$ cat src/rtl/cfrg_pkg.sv
package cfrg_pkg;

	// Fixed point: signed, FRAC_BITS fraction bits
	localparam int FRAC_BITS = 16;
	localparam int CH_W      = 8;
	localparam int COLOR_W   = 3 * CH_W;
	localparam int NUM_CH    = 3;
	localparam int ITER_W    = 10;
	localparam int MODE_W    = 2;
	localparam int PHASE_W   = ITER_W + 1;

	// Quotient of (|diff| << FRAC_BITS) / n, and the signed step built from it
	localparam int DVD_W     = CH_W + FRAC_BITS;
	localparam int STEP_W    = DVD_W + 1;
	localparam int DIV_CNT_W = $clog2(DVD_W);

	// Levels: a level can be stepped up to 2^PHASE_W times between reloads when
	// iterations change between ticks, so the integer part carries 21 bits.
	localparam int LVL_INT_W = 21;
	localparam int LVL_W     = LVL_INT_W + FRAC_BITS;

	// Configuration port
	localparam int CFG_IDX_W  = 2;
	localparam int CFG_DATA_W = COLOR_W;

	typedef enum logic [CFG_IDX_W-1:0] {
		REG_INITIAL_COLOR = 2'd0,
		REG_ENDING_COLOR  = 2'd1,
		REG_ITERATIONS    = 2'd2,
		REG_REPEAT_MODE   = 2'd3
	} cfg_reg_t;

	// Repeat mode bits; loop wins when both are set
	localparam int MODE_LOOP_BIT    = 0;
	localparam int MODE_REVERSE_BIT = 1;

	localparam logic [COLOR_W-1:0] DEFAULT_COLOR      = 24'hFFFFFF;
	localparam logic [ITER_W-1:0]  DEFAULT_ITERATIONS = 10'd1;
	localparam logic [MODE_W-1:0]  DEFAULT_MODE       = 2'd0;
	localparam logic [PHASE_W-1:0] PHASE_START        = 11'd2;
	localparam logic [PHASE_W-1:0] PHASE_LOOP         = 11'd1;

	typedef logic [CH_W-1:0]         chan_t;
	typedef logic signed [LVL_W-1:0] level_t;
	typedef logic signed [STEP_W-1:0] step_t;

	// Controller to datapath
	typedef struct packed {
		logic div_start;
		logic emit;
		logic restart;
	} cfrg_cmd_t;

	// Datapath to controller
	typedef struct packed {
		logic div_done;
		logic out_free;
	} cfrg_status_t;

	// Channel 0 red, 1 green, 2 blue
	function automatic chan_t chan(input logic [COLOR_W-1:0] color, input int c);
		chan_t r;
		r = color[(NUM_CH - 1 - c) * CH_W +: CH_W];
		return r;
	endfunction

	function automatic level_t to_fix(input chan_t v);
		level_t r;
		r = {{(LVL_W - CH_W - FRAC_BITS){1'b0}}, v, {FRAC_BITS{1'b0}}};
		return r;
	endfunction

	function automatic level_t step_ext(input step_t s);
		level_t r;
		r = {{(LVL_W - STEP_W){s[STEP_W-1]}}, s};
		return r;
	endfunction

	// Truncate to integer and clamp to 0..255
	function automatic chan_t to_byte(input level_t lv);
		chan_t r;
		if (lv[LVL_W-1]) begin
			r = '0;
		end else if (|lv[LVL_W-2:FRAC_BITS+CH_W]) begin
			r = '1;
		end else begin
			r = lv[FRAC_BITS +: CH_W];
		end
		return r;
	endfunction

endpackage

$ cat src/rtl/cfrg_in_if.sv
interface cfrg_in_if;
	import cfrg_pkg::*;

	logic valid;
	logic ready;
	logic restart;

	modport source (output valid, output restart, input ready);
	modport sink (input valid, input restart, output ready);

endinterface

$ cat src/rtl/cfrg_out_if.sv
interface cfrg_out_if;
	import cfrg_pkg::*;

	logic        valid;
	logic        ready;
	chan_t       red;
	chan_t       green;
	chan_t       blue;

	modport source (output valid, output red, output green, output blue, input ready);
	modport sink (input valid, input red, input green, input blue, output ready);

endinterface

$ cat src/rtl/cfrg_div.sv
// Three-lane restoring divider, one quotient bit per lane per cycle
module cfrg_div
	import cfrg_pkg::*;
(
	input  logic                         clk,
	input  logic                         arst_n,
	input  logic                         start,
	input  logic [ITER_W-1:0]            divisor,
	input  logic [NUM_CH-1:0][CH_W-1:0]  mag,
	input  logic [NUM_CH-1:0]            neg,
	output step_t                        quot [NUM_CH],
	output logic                         done
);

	logic [NUM_CH-1:0][DVD_W-1:0]  dvd_q;
	logic [NUM_CH-1:0][ITER_W-1:0] rem_q;
	logic [NUM_CH-1:0]             neg_q;
	logic [ITER_W-1:0]             div_q;
	logic [DIV_CNT_W-1:0]          cnt_q;
	logic                          busy_q;
	logic                          done_q;

	logic [NUM_CH-1:0][DVD_W-1:0]  dvd_d;
	logic [NUM_CH-1:0][ITER_W-1:0] rem_d;

	// One restoring step per lane
	always_comb begin
		logic [ITER_W:0] trial;
		logic            ge;
		for (int c = 0; c < NUM_CH; c++) begin
			trial = {rem_q[c], dvd_q[c][DVD_W-1]};
			ge    = trial >= {1'b0, div_q};
			rem_d[c] = ge ? ITER_W'(trial - {1'b0, div_q}) : trial[ITER_W-1:0];
			dvd_d[c] = {dvd_q[c][DVD_W-2:0], ge};
		end
	end

	// Control of the iteration
	always_ff @(posedge clk or negedge arst_n) begin
		if (!arst_n) begin
			busy_q <= 1'b0;
			done_q <= 1'b0;
			cnt_q  <= '0;
		end else if (start) begin
			busy_q <= 1'b1;
			done_q <= 1'b0;
			cnt_q  <= '0;
		end else if (busy_q) begin
			cnt_q <= cnt_q + 1'b1;
			if (cnt_q == DIV_CNT_W'(DVD_W - 1)) begin
				busy_q <= 1'b0;
				done_q <= 1'b1;
			end
		end else begin
			done_q <= 1'b0;
		end
	end

	// Operands and partial results
	always_ff @(posedge clk) begin
		if (start) begin
			div_q <= divisor;
			neg_q <= neg;
			for (int c = 0; c < NUM_CH; c++) begin
				dvd_q[c] <= {mag[c], {FRAC_BITS{1'b0}}};
				rem_q[c] <= '0;
			end
		end else if (busy_q) begin
			dvd_q <= dvd_d;
			rem_q <= rem_d;
		end
	end

	// Signed step from magnitude quotient
	always_comb begin
		for (int c = 0; c < NUM_CH; c++) begin
			quot[c] = neg_q[c] ? -step_t'({1'b0, dvd_q[c]}) : step_t'({1'b0, dvd_q[c]});
		end
	end

	assign done = done_q;

endmodule

$ cat src/rtl/cfrg_dp.sv
// Datapath: configuration registers, levels, steps, phase count, output register
module cfrg_dp
	import cfrg_pkg::*;
(
	input  logic                   clk,
	input  logic                   arst_n,
	input  logic                   cfg_wr_en,
	input  logic [CFG_IDX_W-1:0]   cfg_index,
	input  logic [CFG_DATA_W-1:0]  cfg_wr_data,
	input  cfrg_cmd_t              cmd,
	output cfrg_status_t           st,
	input  logic                   out_ready,
	output logic                   out_valid,
	output chan_t                  out_red,
	output chan_t                  out_green,
	output chan_t                  out_blue
);

	logic [COLOR_W-1:0] initial_color_q;
	logic [COLOR_W-1:0] ending_color_q;
	logic [ITER_W-1:0]  iterations_q;
	logic [MODE_W-1:0]  repeat_mode_q;

	level_t             level_q [NUM_CH];
	step_t              step_q  [NUM_CH];
	logic [PHASE_W-1:0] phase_q;

	logic               out_valid_q;
	chan_t              out_byte_q [NUM_CH];

	level_t             level_d [NUM_CH];
	step_t              step_d  [NUM_CH];
	logic [PHASE_W-1:0] phase_d;
	chan_t              byte_d  [NUM_CH];

	logic                        small_ramp;
	logic [ITER_W-1:0]           n_frames;
	logic [PHASE_W-1:0]          top_phase;
	logic [NUM_CH-1:0][CH_W-1:0] diff_mag;
	logic [NUM_CH-1:0]           diff_neg;
	step_t                       quot [NUM_CH];
	logic                        div_done;

	// Configuration writes
	always_ff @(posedge clk or negedge arst_n) begin
		if (!arst_n) begin
			initial_color_q <= DEFAULT_COLOR;
			ending_color_q  <= DEFAULT_COLOR;
			iterations_q    <= DEFAULT_ITERATIONS;
			repeat_mode_q   <= DEFAULT_MODE;
		end else if (cfg_wr_en) begin
			unique case (cfg_reg_t'(cfg_index))
				REG_INITIAL_COLOR: initial_color_q <= cfg_wr_data;
				REG_ENDING_COLOR:  ending_color_q  <= cfg_wr_data;
				REG_ITERATIONS:    iterations_q    <= cfg_wr_data[ITER_W-1:0];
				REG_REPEAT_MODE:   repeat_mode_q   <= cfg_wr_data[MODE_W-1:0];
			endcase
		end
	end

	// Ramp length: zero and one iteration both give a constant colour
	assign small_ramp = iterations_q < ITER_W'(2);
	assign n_frames   = iterations_q - 1'b1;
	assign top_phase  = {n_frames, 1'b0} - PHASE_W'(2);

	// Per-channel difference, split into sign and magnitude for the divider
	always_comb begin
		for (int c = 0; c < NUM_CH; c++) begin
			diff_neg[c] = chan(initial_color_q, c) < chan(ending_color_q, c);
			diff_mag[c] = diff_neg[c] ? chan(ending_color_q, c) - chan(initial_color_q, c)
			                          : chan(initial_color_q, c) - chan(ending_color_q, c);
		end
	end

	cfrg_div u_div (
		.clk     (clk),
		.arst_n  (arst_n),
		.start   (cmd.div_start),
		.divisor (n_frames),
		.mag     (diff_mag),
		.neg     (diff_neg),
		.quot    (quot),
		.done    (div_done)
	);

	// Next frame colour and state update
	always_comb begin
		logic phase_in_ramp;
		phase_in_ramp = phase_q <= {1'b0, n_frames};
		phase_d = phase_q;
		for (int c = 0; c < NUM_CH; c++) begin
			level_d[c] = level_q[c];
			step_d[c]  = step_q[c];
			byte_d[c]  = chan(initial_color_q, c);
		end
		if (cmd.restart) begin
			phase_d = PHASE_START;
			for (int c = 0; c < NUM_CH; c++) begin
				if (small_ramp) begin
					step_d[c]  = '0;
					level_d[c] = to_fix(chan(initial_color_q, c));
				end else begin
					step_d[c]  = quot[c];
					level_d[c] = to_fix(chan(initial_color_q, c)) - step_ext(quot[c]);
				end
			end
		end else if (!small_ramp) begin
			for (int c = 0; c < NUM_CH; c++) begin
				byte_d[c] = to_byte(level_q[c]);
			end
			if (phase_in_ramp) begin
				phase_d = phase_q + 1'b1;
				for (int c = 0; c < NUM_CH; c++) begin
					if (phase_q == {1'b0, n_frames}) begin
						level_d[c] = to_fix(chan(ending_color_q, c));
					end else begin
						level_d[c] = level_q[c] - step_ext(step_q[c]);
					end
				end
			end else if (repeat_mode_q[MODE_LOOP_BIT]) begin
				phase_d = PHASE_LOOP;
				for (int c = 0; c < NUM_CH; c++) begin
					level_d[c] = to_fix(chan(initial_color_q, c));
				end
			end else if (repeat_mode_q[MODE_REVERSE_BIT] && phase_q <= top_phase) begin
				phase_d = phase_q + 1'b1;
				for (int c = 0; c < NUM_CH; c++) begin
					level_d[c] = level_q[c] + step_ext(step_q[c]);
				end
			end else begin
				if (repeat_mode_q[MODE_REVERSE_BIT]) begin
					phase_d = PHASE_LOOP;
				end
				for (int c = 0; c < NUM_CH; c++) begin
					level_d[c] = to_fix(chan(initial_color_q, c));
				end
			end
		end
	end

	// Ramp state
	always_ff @(posedge clk or negedge arst_n) begin
		if (!arst_n) begin
			phase_q <= PHASE_START;
			for (int c = 0; c < NUM_CH; c++) begin
				level_q[c] <= to_fix(chan(DEFAULT_COLOR, c));
				step_q[c]  <= '0;
			end
		end else if (cmd.emit) begin
			phase_q <= phase_d;
			level_q <= level_d;
			step_q  <= step_d;
		end
	end

	// Output register
	always_ff @(posedge clk or negedge arst_n) begin
		if (!arst_n) begin
			out_valid_q <= 1'b0;
		end else if (cmd.emit) begin
			out_valid_q <= 1'b1;
		end else if (out_ready) begin
			out_valid_q <= 1'b0;
		end
	end

	always_ff @(posedge clk) begin
		if (cmd.emit) begin
			out_byte_q <= byte_d;
		end
	end

	assign out_valid   = out_valid_q;
	assign out_red     = out_byte_q[0];
	assign out_green   = out_byte_q[1];
	assign out_blue    = out_byte_q[2];
	assign st.div_done = div_done;
	assign st.out_free = !out_valid_q || out_ready;

endmodule

$ cat src/rtl/cfrg_ctrl.sv
// Controller: accepts a tick, runs the step division on restart, then emits
module cfrg_ctrl
	import cfrg_pkg::*;
(
	input  logic         clk,
	input  logic         arst_n,
	input  logic         in_valid,
	input  logic         in_restart,
	output logic         in_ready,
	input  cfrg_status_t st,
	output cfrg_cmd_t    cmd
);

	typedef enum logic [2:0] {
		S_IDLE = 3'b001,
		S_DIV  = 3'b010,
		S_EMIT = 3'b100
	} state_t;

	state_t state_q;
	state_t state_d;
	logic   restart_q;
	logic   accept;

	assign in_ready = state_q == S_IDLE;
	assign accept   = in_valid && in_ready;

	// Next state
	always_comb begin
		state_d = state_q;
		unique case (state_q)
			S_IDLE: begin
				if (accept) begin
					state_d = in_restart ? S_DIV : S_EMIT;
				end
			end
			S_DIV: begin
				if (st.div_done) begin
					state_d = S_EMIT;
				end
			end
			S_EMIT: begin
				if (st.out_free) begin
					state_d = S_IDLE;
				end
			end
			default: state_d = S_IDLE;
		endcase
	end

	always_ff @(posedge clk or negedge arst_n) begin
		if (!arst_n) begin
			state_q   <= S_IDLE;
			restart_q <= 1'b0;
		end else begin
			state_q <= state_d;
			if (accept) begin
				restart_q <= in_restart;
			end
		end
	end

	// Commands
	assign cmd.div_start = accept && in_restart;
	assign cmd.emit      = (state_q == S_EMIT) && st.out_free;
	assign cmd.restart   = restart_q;

endmodule

$ cat src/rtl/color_fade_ramp_generator_top.sv
// Colour fade ramp generator.
// in_ch carries one frame tick per transaction; restart high marks the first
// frame of a fade. out_ch returns one transaction per tick with that frame's
// red, green and blue. Registers are written over cfg_wr_en / cfg_index /
// cfg_wr_data (0 initial colour, 1 ending colour, 2 iterations, 3 repeat mode)
// by the user, who must do so only while no tick is in flight; the block
// itself does not enforce this. An ordinary tick goes through the emit state
// and then shows its colour on out_ch from the output register. A restart
// tick runs the step division first, in the restoring divider that yields one
// quotient bit per cycle over 24 bits (all three channels side by side). One
// tick is in flight at a time.
// Reset: both colours white, one iteration, hold mode; every tick then gives
// white until the registers are written and, for a ramp, a restart is sent.
// Stall: the result sits in the output register until taken; the next tick is
// accepted meanwhile and waits until that register frees up.
module color_fade_ramp_generator_top
	import cfrg_pkg::*;
(
	input  logic                  clk,
	input  logic                  arst_n,
	input  logic                  cfg_wr_en,
	input  logic [CFG_IDX_W-1:0]  cfg_index,
	input  logic [CFG_DATA_W-1:0] cfg_wr_data,
	cfrg_in_if.sink               in_ch,
	cfrg_out_if.source            out_ch
);

	cfrg_cmd_t    cmd;
	cfrg_status_t st;

	cfrg_ctrl u_ctrl (
		.clk        (clk),
		.arst_n     (arst_n),
		.in_valid   (in_ch.valid),
		.in_restart (in_ch.restart),
		.in_ready   (in_ch.ready),
		.st         (st),
		.cmd        (cmd)
	);

	cfrg_dp u_dp (
		.clk         (clk),
		.arst_n      (arst_n),
		.cfg_wr_en   (cfg_wr_en),
		.cfg_index   (cfg_index),
		.cfg_wr_data (cfg_wr_data),
		.cmd         (cmd),
		.st          (st),
		.out_ready   (out_ch.ready),
		.out_valid   (out_ch.valid),
		.out_red     (out_ch.red),
		.out_green   (out_ch.green),
		.out_blue    (out_ch.blue)
	);

endmodule

$ cat src/flat_wrapper.sv
// flat-port wrapper written by rule: the top's interface ports become plain ports
module color_fade_ramp_generator_top_flat import cfrg_pkg::*;
  (clk, arst_n, cfg_wr_en, cfg_index, cfg_wr_data, in_ch_valid, in_ch_restart, in_ch_ready, out_ch_valid, out_ch_red, out_ch_green, out_ch_blue, out_ch_ready);
  cfrg_in_if in_ch_i ();
  cfrg_out_if out_ch_i ();
  input  logic clk;
  input  logic arst_n;
  input  logic cfg_wr_en;
  input  logic [CFG_IDX_W-1:0] cfg_index;
  input  logic [CFG_DATA_W-1:0] cfg_wr_data;
  input wire logic [$bits(in_ch_i.valid)-1:0] in_ch_valid;
  input wire logic [$bits(in_ch_i.restart)-1:0] in_ch_restart;
  output wire logic [$bits(in_ch_i.ready)-1:0] in_ch_ready;
  output wire logic [$bits(out_ch_i.valid)-1:0] out_ch_valid;
  output wire logic [$bits(out_ch_i.red)-1:0] out_ch_red;
  output wire logic [$bits(out_ch_i.green)-1:0] out_ch_green;
  output wire logic [$bits(out_ch_i.blue)-1:0] out_ch_blue;
  input wire logic [$bits(out_ch_i.ready)-1:0] out_ch_ready;
  assign in_ch_i.valid = in_ch_valid;
  assign in_ch_i.restart = in_ch_restart;
  assign in_ch_ready = in_ch_i.ready;
  assign out_ch_valid = out_ch_i.valid;
  assign out_ch_red = out_ch_i.red;
  assign out_ch_green = out_ch_i.green;
  assign out_ch_blue = out_ch_i.blue;
  assign out_ch_i.ready = out_ch_ready;
  color_fade_ramp_generator_top u_core (.clk(clk), .arst_n(arst_n), .cfg_wr_en(cfg_wr_en), .cfg_index(cfg_index), .cfg_wr_data(cfg_wr_data), .in_ch(in_ch_i), .out_ch(out_ch_i));
endmodule
$ cat config.mk
export PLATFORM = sky130hd
export DESIGN_NAME = color_fade_ramp_generator_top_flat
export DESIGN_NICKNAME = d
export VERILOG_FILES = /design/src/rtl/cfrg_pkg.sv /design/src/rtl/cfrg_in_if.sv /design/src/rtl/cfrg_out_if.sv /design/src/rtl/cfrg_div.sv /design/src/rtl/cfrg_dp.sv /design/src/rtl/cfrg_ctrl.sv /design/src/rtl/color_fade_ramp_generator_top.sv /design/src/flat_wrapper.sv
export SDC_FILE = /design/constraint.sdc
export NUM_CORES = 2
export LEC_CHECK = 0
export CORE_AREA = 2 2 275 277
export DETAILED_ROUTE_END_ITERATION = 16
export DIE_AREA = 0 0 277 279
export DONT_BUFFER_PORTS = 1
export MAX_ROUTING_LAYER = met4
export SKIP_CTS_REPAIR_TIMING = 1
export SYNTH_ARGS = -nofsm -noshare
export SYNTH_HDL_FRONTEND = slang
export SYNTH_HIERARCHICAL = 1
export SYNTH_SLANG_ARGS = --single-unit
$ cat constraint.sdc
create_clock -name clk -period 5.7 [get_ports clk]
set_input_delay 0.57 -clock clk [delete_from_list [all_inputs] [get_ports clk]]
set_output_delay 0.57 -clock clk [all_outputs]
set_load 0.005 [all_outputs]
==> flow_summary_export.csv <==
group,metric,value,unit
power_and_ir_drop,cellLeakagePower,17.0,nW
cells_and_area,most-common-layout-cells,"a21oi_1 (367), nor2_1 (356), o21ai_0 (351)",
sta,min_period,5.19,ns
critical_path,crit_cells,17,
sta,final.setup.tns,0,ns
clocking,tritoncts,"yes",
sta,tightest_slew,1.22,ns
critical_path,critPathCaptureType,"register",
floorplanning,die_x,277,um
synthesis,synth_top_area_share,13.2,%
floorplanning,die-area,77300,um2
global_routing,grt_pass1_wl,191000,um
critical_path,worst_path_max_delay_cell,"or4_1",
status,status,"completed",
critical_path,critPathMaxStageDelay,0.61,ns
power_and_ir_drop,p_int,14.4,mW
sta,setup_viol,0,
floorplanning,ios,58,
drt,totalWireLength,123000,um
power_and_ir_drop,power.switching,15.1,mW
global_routing,grt_pass1_vias,32600,
cells_and_area,final_common_cell,"a21oi_1",
sta,slew_headroom,18.3,%
clocking,htreeDepth,2,
power_and_ir_drop,seqPwrFrac,19.4,%
sta,rsz0062_at_grt,"no",
critical_path,reg2reg_setup_slack,0.51,ns
synthesis,ys_warn_count,6,
critical_path,crit_fanout,10,
worst_hold_path,hp-class,"in -> async",
critical_path,path_cells,"or4_1, nor3_2, nand3_1, o41ai_1, xnor2_1, or4_1, or4b_1, o21bai_1, a21oi_1, o21bai_1, o31a_1, nand4_1, a41oi_4, buf_4, nand2_1, a211oi_1, nor3_1",
synthesis,syn_inst,4496,
power_and_ir_drop,switching_share,51.2,%
power_and_ir_drop,power.density,746,nW/um2
placed_design,place_hpwl,87000,um
critical_path,worst-path-buf-inv,1,
synthesis,synth_cell_type_count,107,
critical_path,cp.required,6.20,ns
global_routing,grt_usage,31.9,%
clocking,clk_pin_slew,0.06,ns
power_and_ir_drop,peakVddDrop,0.000367,V
synthesis,synth_edf_count,61,
synthesis,ys_seq_area_share,27.8,%
drt,final_antenna_net_count,0,
synthesis,netlist_area,36800,um2
floorplanning,num_rows,100,
critical_path,r2r_start,"u_core/u_dp/u_div/dvd_d[3]",
power_and_ir_drop,pwr-share-clk,12.8,%
cells_and_area,nets,4753,
sta,hold_viol_final,0,
cells_and_area,drive_above_1_share,8.49,%
drt,detail_route.iter0.violations,3242,
synthesis,synth_flop_cell,"dfrtp_1",
floorplanning,die_y,279,um
clocking,cts_num_sinks,408,
global_routing,antenna_found_initial,6,
synthesis,synth.area.top_cells,"dfrtp_1 (13%), ha_1 (12%), dfstp_2 (5.4%), a21oi_1 (5.0%), edfxtp_1 (5.0%)",
cells_and_area,fin_util,53.5,%
global_routing,grt_max_degree,270,
global_routing,gr-total-overflow,0,
floorplanning,start_util,49.7,%
sta,fmax,193,MHz
power_and_ir_drop,combPwrFrac,67.7,%
sta,holdWs,0.0418,ns
critical_path,cpLargestDelayFamily,"simple AND/OR/NAND/NOR gates",
synthesis,synthArstFlopShare,65.9,%
synthesis,syn-num-nets,4889,
drt,first_pass_iters,8,
clocking,insertion_delay,0.64,ns
cells_and_area,area_growth_syn_to_layout,7.61,%
placed_design,numPortBuffers,0,
drt,via_per_inst,6.37,
synthesis,ys_seq_elements,408,
critical_path,reg2reg_depth,17,
placed_design,gp_congestion,0.979,
clocking,ctsLongestPathBuffers,3,
critical_path,critPathArrivalTime,5.69,ns
drt,vias,34300,
floorplanning,fp.coreArea,74100,um2
synthesis,synth_top_area_cell,"dfrtp_1",
critical_path,critPathLaunch,"u_core/u_dp/u_div/dvd_d[3]",
drt,drc,0,
sta,finalCritPeriodShare,91.1,%
job,cap_viol_max_count,0,
drt,wl_per_cell,22.9,um
synthesis,syn_area_per_cell,8.19,um2
clocking,cts_root_buf,"clkbuf_16",
clocking,numCtsBuffers,51,
sta,final_max_slew_viol_count,0,
critical_path,crit_type,"reg -> reg",
sta,fin_skew,0.0284,ns
critical_path,start_kind,"register",
==> per-layer routing <==
metal	GRT usage, %	part of all wire (%)	vias to the layer above
met4	9.36	3.2	0
met5	-	0	-
li1	-	-	16200
met1	44.5	46	16500
met2	48.2	43	1318
met3	4.23	7.3	220
==> state kept, by name, summed over array words and instances, names as in the netlist, 2 cells and up <==
name                         flops
u_core/u_dp/u_div/dvd_q          3
u_core/u_dp/step_q              75
u_core/u_dp/u_div/div_q         10
u_core/u_dp/out_blue             8
u_core/u_dp/iterations_q        10
u_core/u_dp/level_q            111
u_core/u_dp/u_div/dvd_d         69
u_core/u_dp/u_div/cnt_q          5
u_core/u_dp/out_red              8
u_core/u_dp/u_div/rem_q         30
u_core/u_dp/u_div/neg_q          3
u_core/u_dp/repeat_mode_q        2
u_core/u_ctrl/state_q            3
u_core/u_dp/phase_q             11
u_core/u_dp/out_green            8
u_core/u_dp/initial_color_q     24
u_core/u_dp/ending_color_q      24
==> layout make-up <==
cell class,count,area [um2]
diodes,4,10.0
clock buffers,57,1310
clock inverters,39,631
fillers,7141,34500
inverters,337,1260
multi-input cells,3498,24400
flip-flops and latches,408,10200
well taps,969,1210
repair buffers,64,561
==> power by group through the flow <==
stage	Clock, mW	Sequential (mW)	Combinational [mW]
6_report	3.78	5.74	20.0
5_1_grt	3.98	5.91	22.0
4_1_cts	3.86	5.71	19.5
3_5_place_dp	0	5.75	19.4
3_3_place_gp	0	5.73	19.4
2_1_floorplan	0	5.24	14.9
==> cells by family (layout without fill, tap and decap cells) <==
kind of cell	after synthesis	count (layout)	synth area share, %
adders and majority gates	361	361	12.6
DFF	408	408	27.8
muxes	127	127	3.61
other	0	4	0
buffers and inverters	590	497	6.26
and+or+nand+nor	1226	1226	16.1
xor gates and xnor gates	238	238	5.70
AOI/OAI and AO/OA	1546	1546	28.0
==> final timing paths <==
| path | to |
|---|---|
| worst max-delay path | u_core/u_dp/level_q[101] |
| worst min-delay path | u_core/u_dp/step_q[59] |
| worst max register to register | u_core/u_dp/level_q[101] |
| worst min register to register | u_core/u_dp/u_div/rem_q[2] |
| max in group asynchronous | u_core/u_dp/iterations_q[5] |
| min in group clk | u_core/u_dp/initial_color_q[14] |
==> metrics by stage <==
| stage | setup slack [ns] | power [mW] | instance area (um2) | cells |
|---|---|---|---|---|
| after floorplan | 0.409 | 20.1 | 36800 | 4496 |
| after global placement | 0.428 | 25.1 | 37600 | 5273 |
| after detailed placement | 0.313 | 25.1 | 37600 | 5273 |
| after CTS | 0.283 | 29.1 | 39500 | 5369 |
| after global routing | 0.0679 | 31.9 | 39600 | 5376 |
| final | 0.509 | 29.5 | 39600 | 5376 |
==> cells in the mapped netlist, types with 24 or more instances <==
library cell,number
a21oi_1,368
nor2_1,362
o21ai_0,351
ha_1,346
inv_1,336
nand2_1,302
clkbuf_1,205
dfrtp_1,194
xnor2_1,178
nand3_1,141
a21o_1,90
nor3_1,84
mux2i_1,81
dfxtp_1,78
dfstp_2,75
o31ai_1,75
o21bai_1,66
edfxtp_1,61
a211oi_1,60
nand2b_1,60
xor2_1,59
a221oi_1,49
o21a_1,47
mux2_2,46
nor2b_1,45
nor4_1,45
a31oi_1,42
o22ai_1,37
or3_1,37
or4_1,32
o211ai_1,31
o221ai_1,31
buf_2,30
a22o_1,29
a221o_1,24
==> worst reg2reg max path: cells and delay by family, from the launching register on <==
kind	cells	cell delay (ns)
xor gates and xnor gates	1	0.22
and+or+nand+nor	8	2.49
buffers and inverters	1	0.23
DFF	1	0.36
AOI/OAI and AO/OA	7	1.77
No activity file was read; power rests on OpenSTA's default activity.
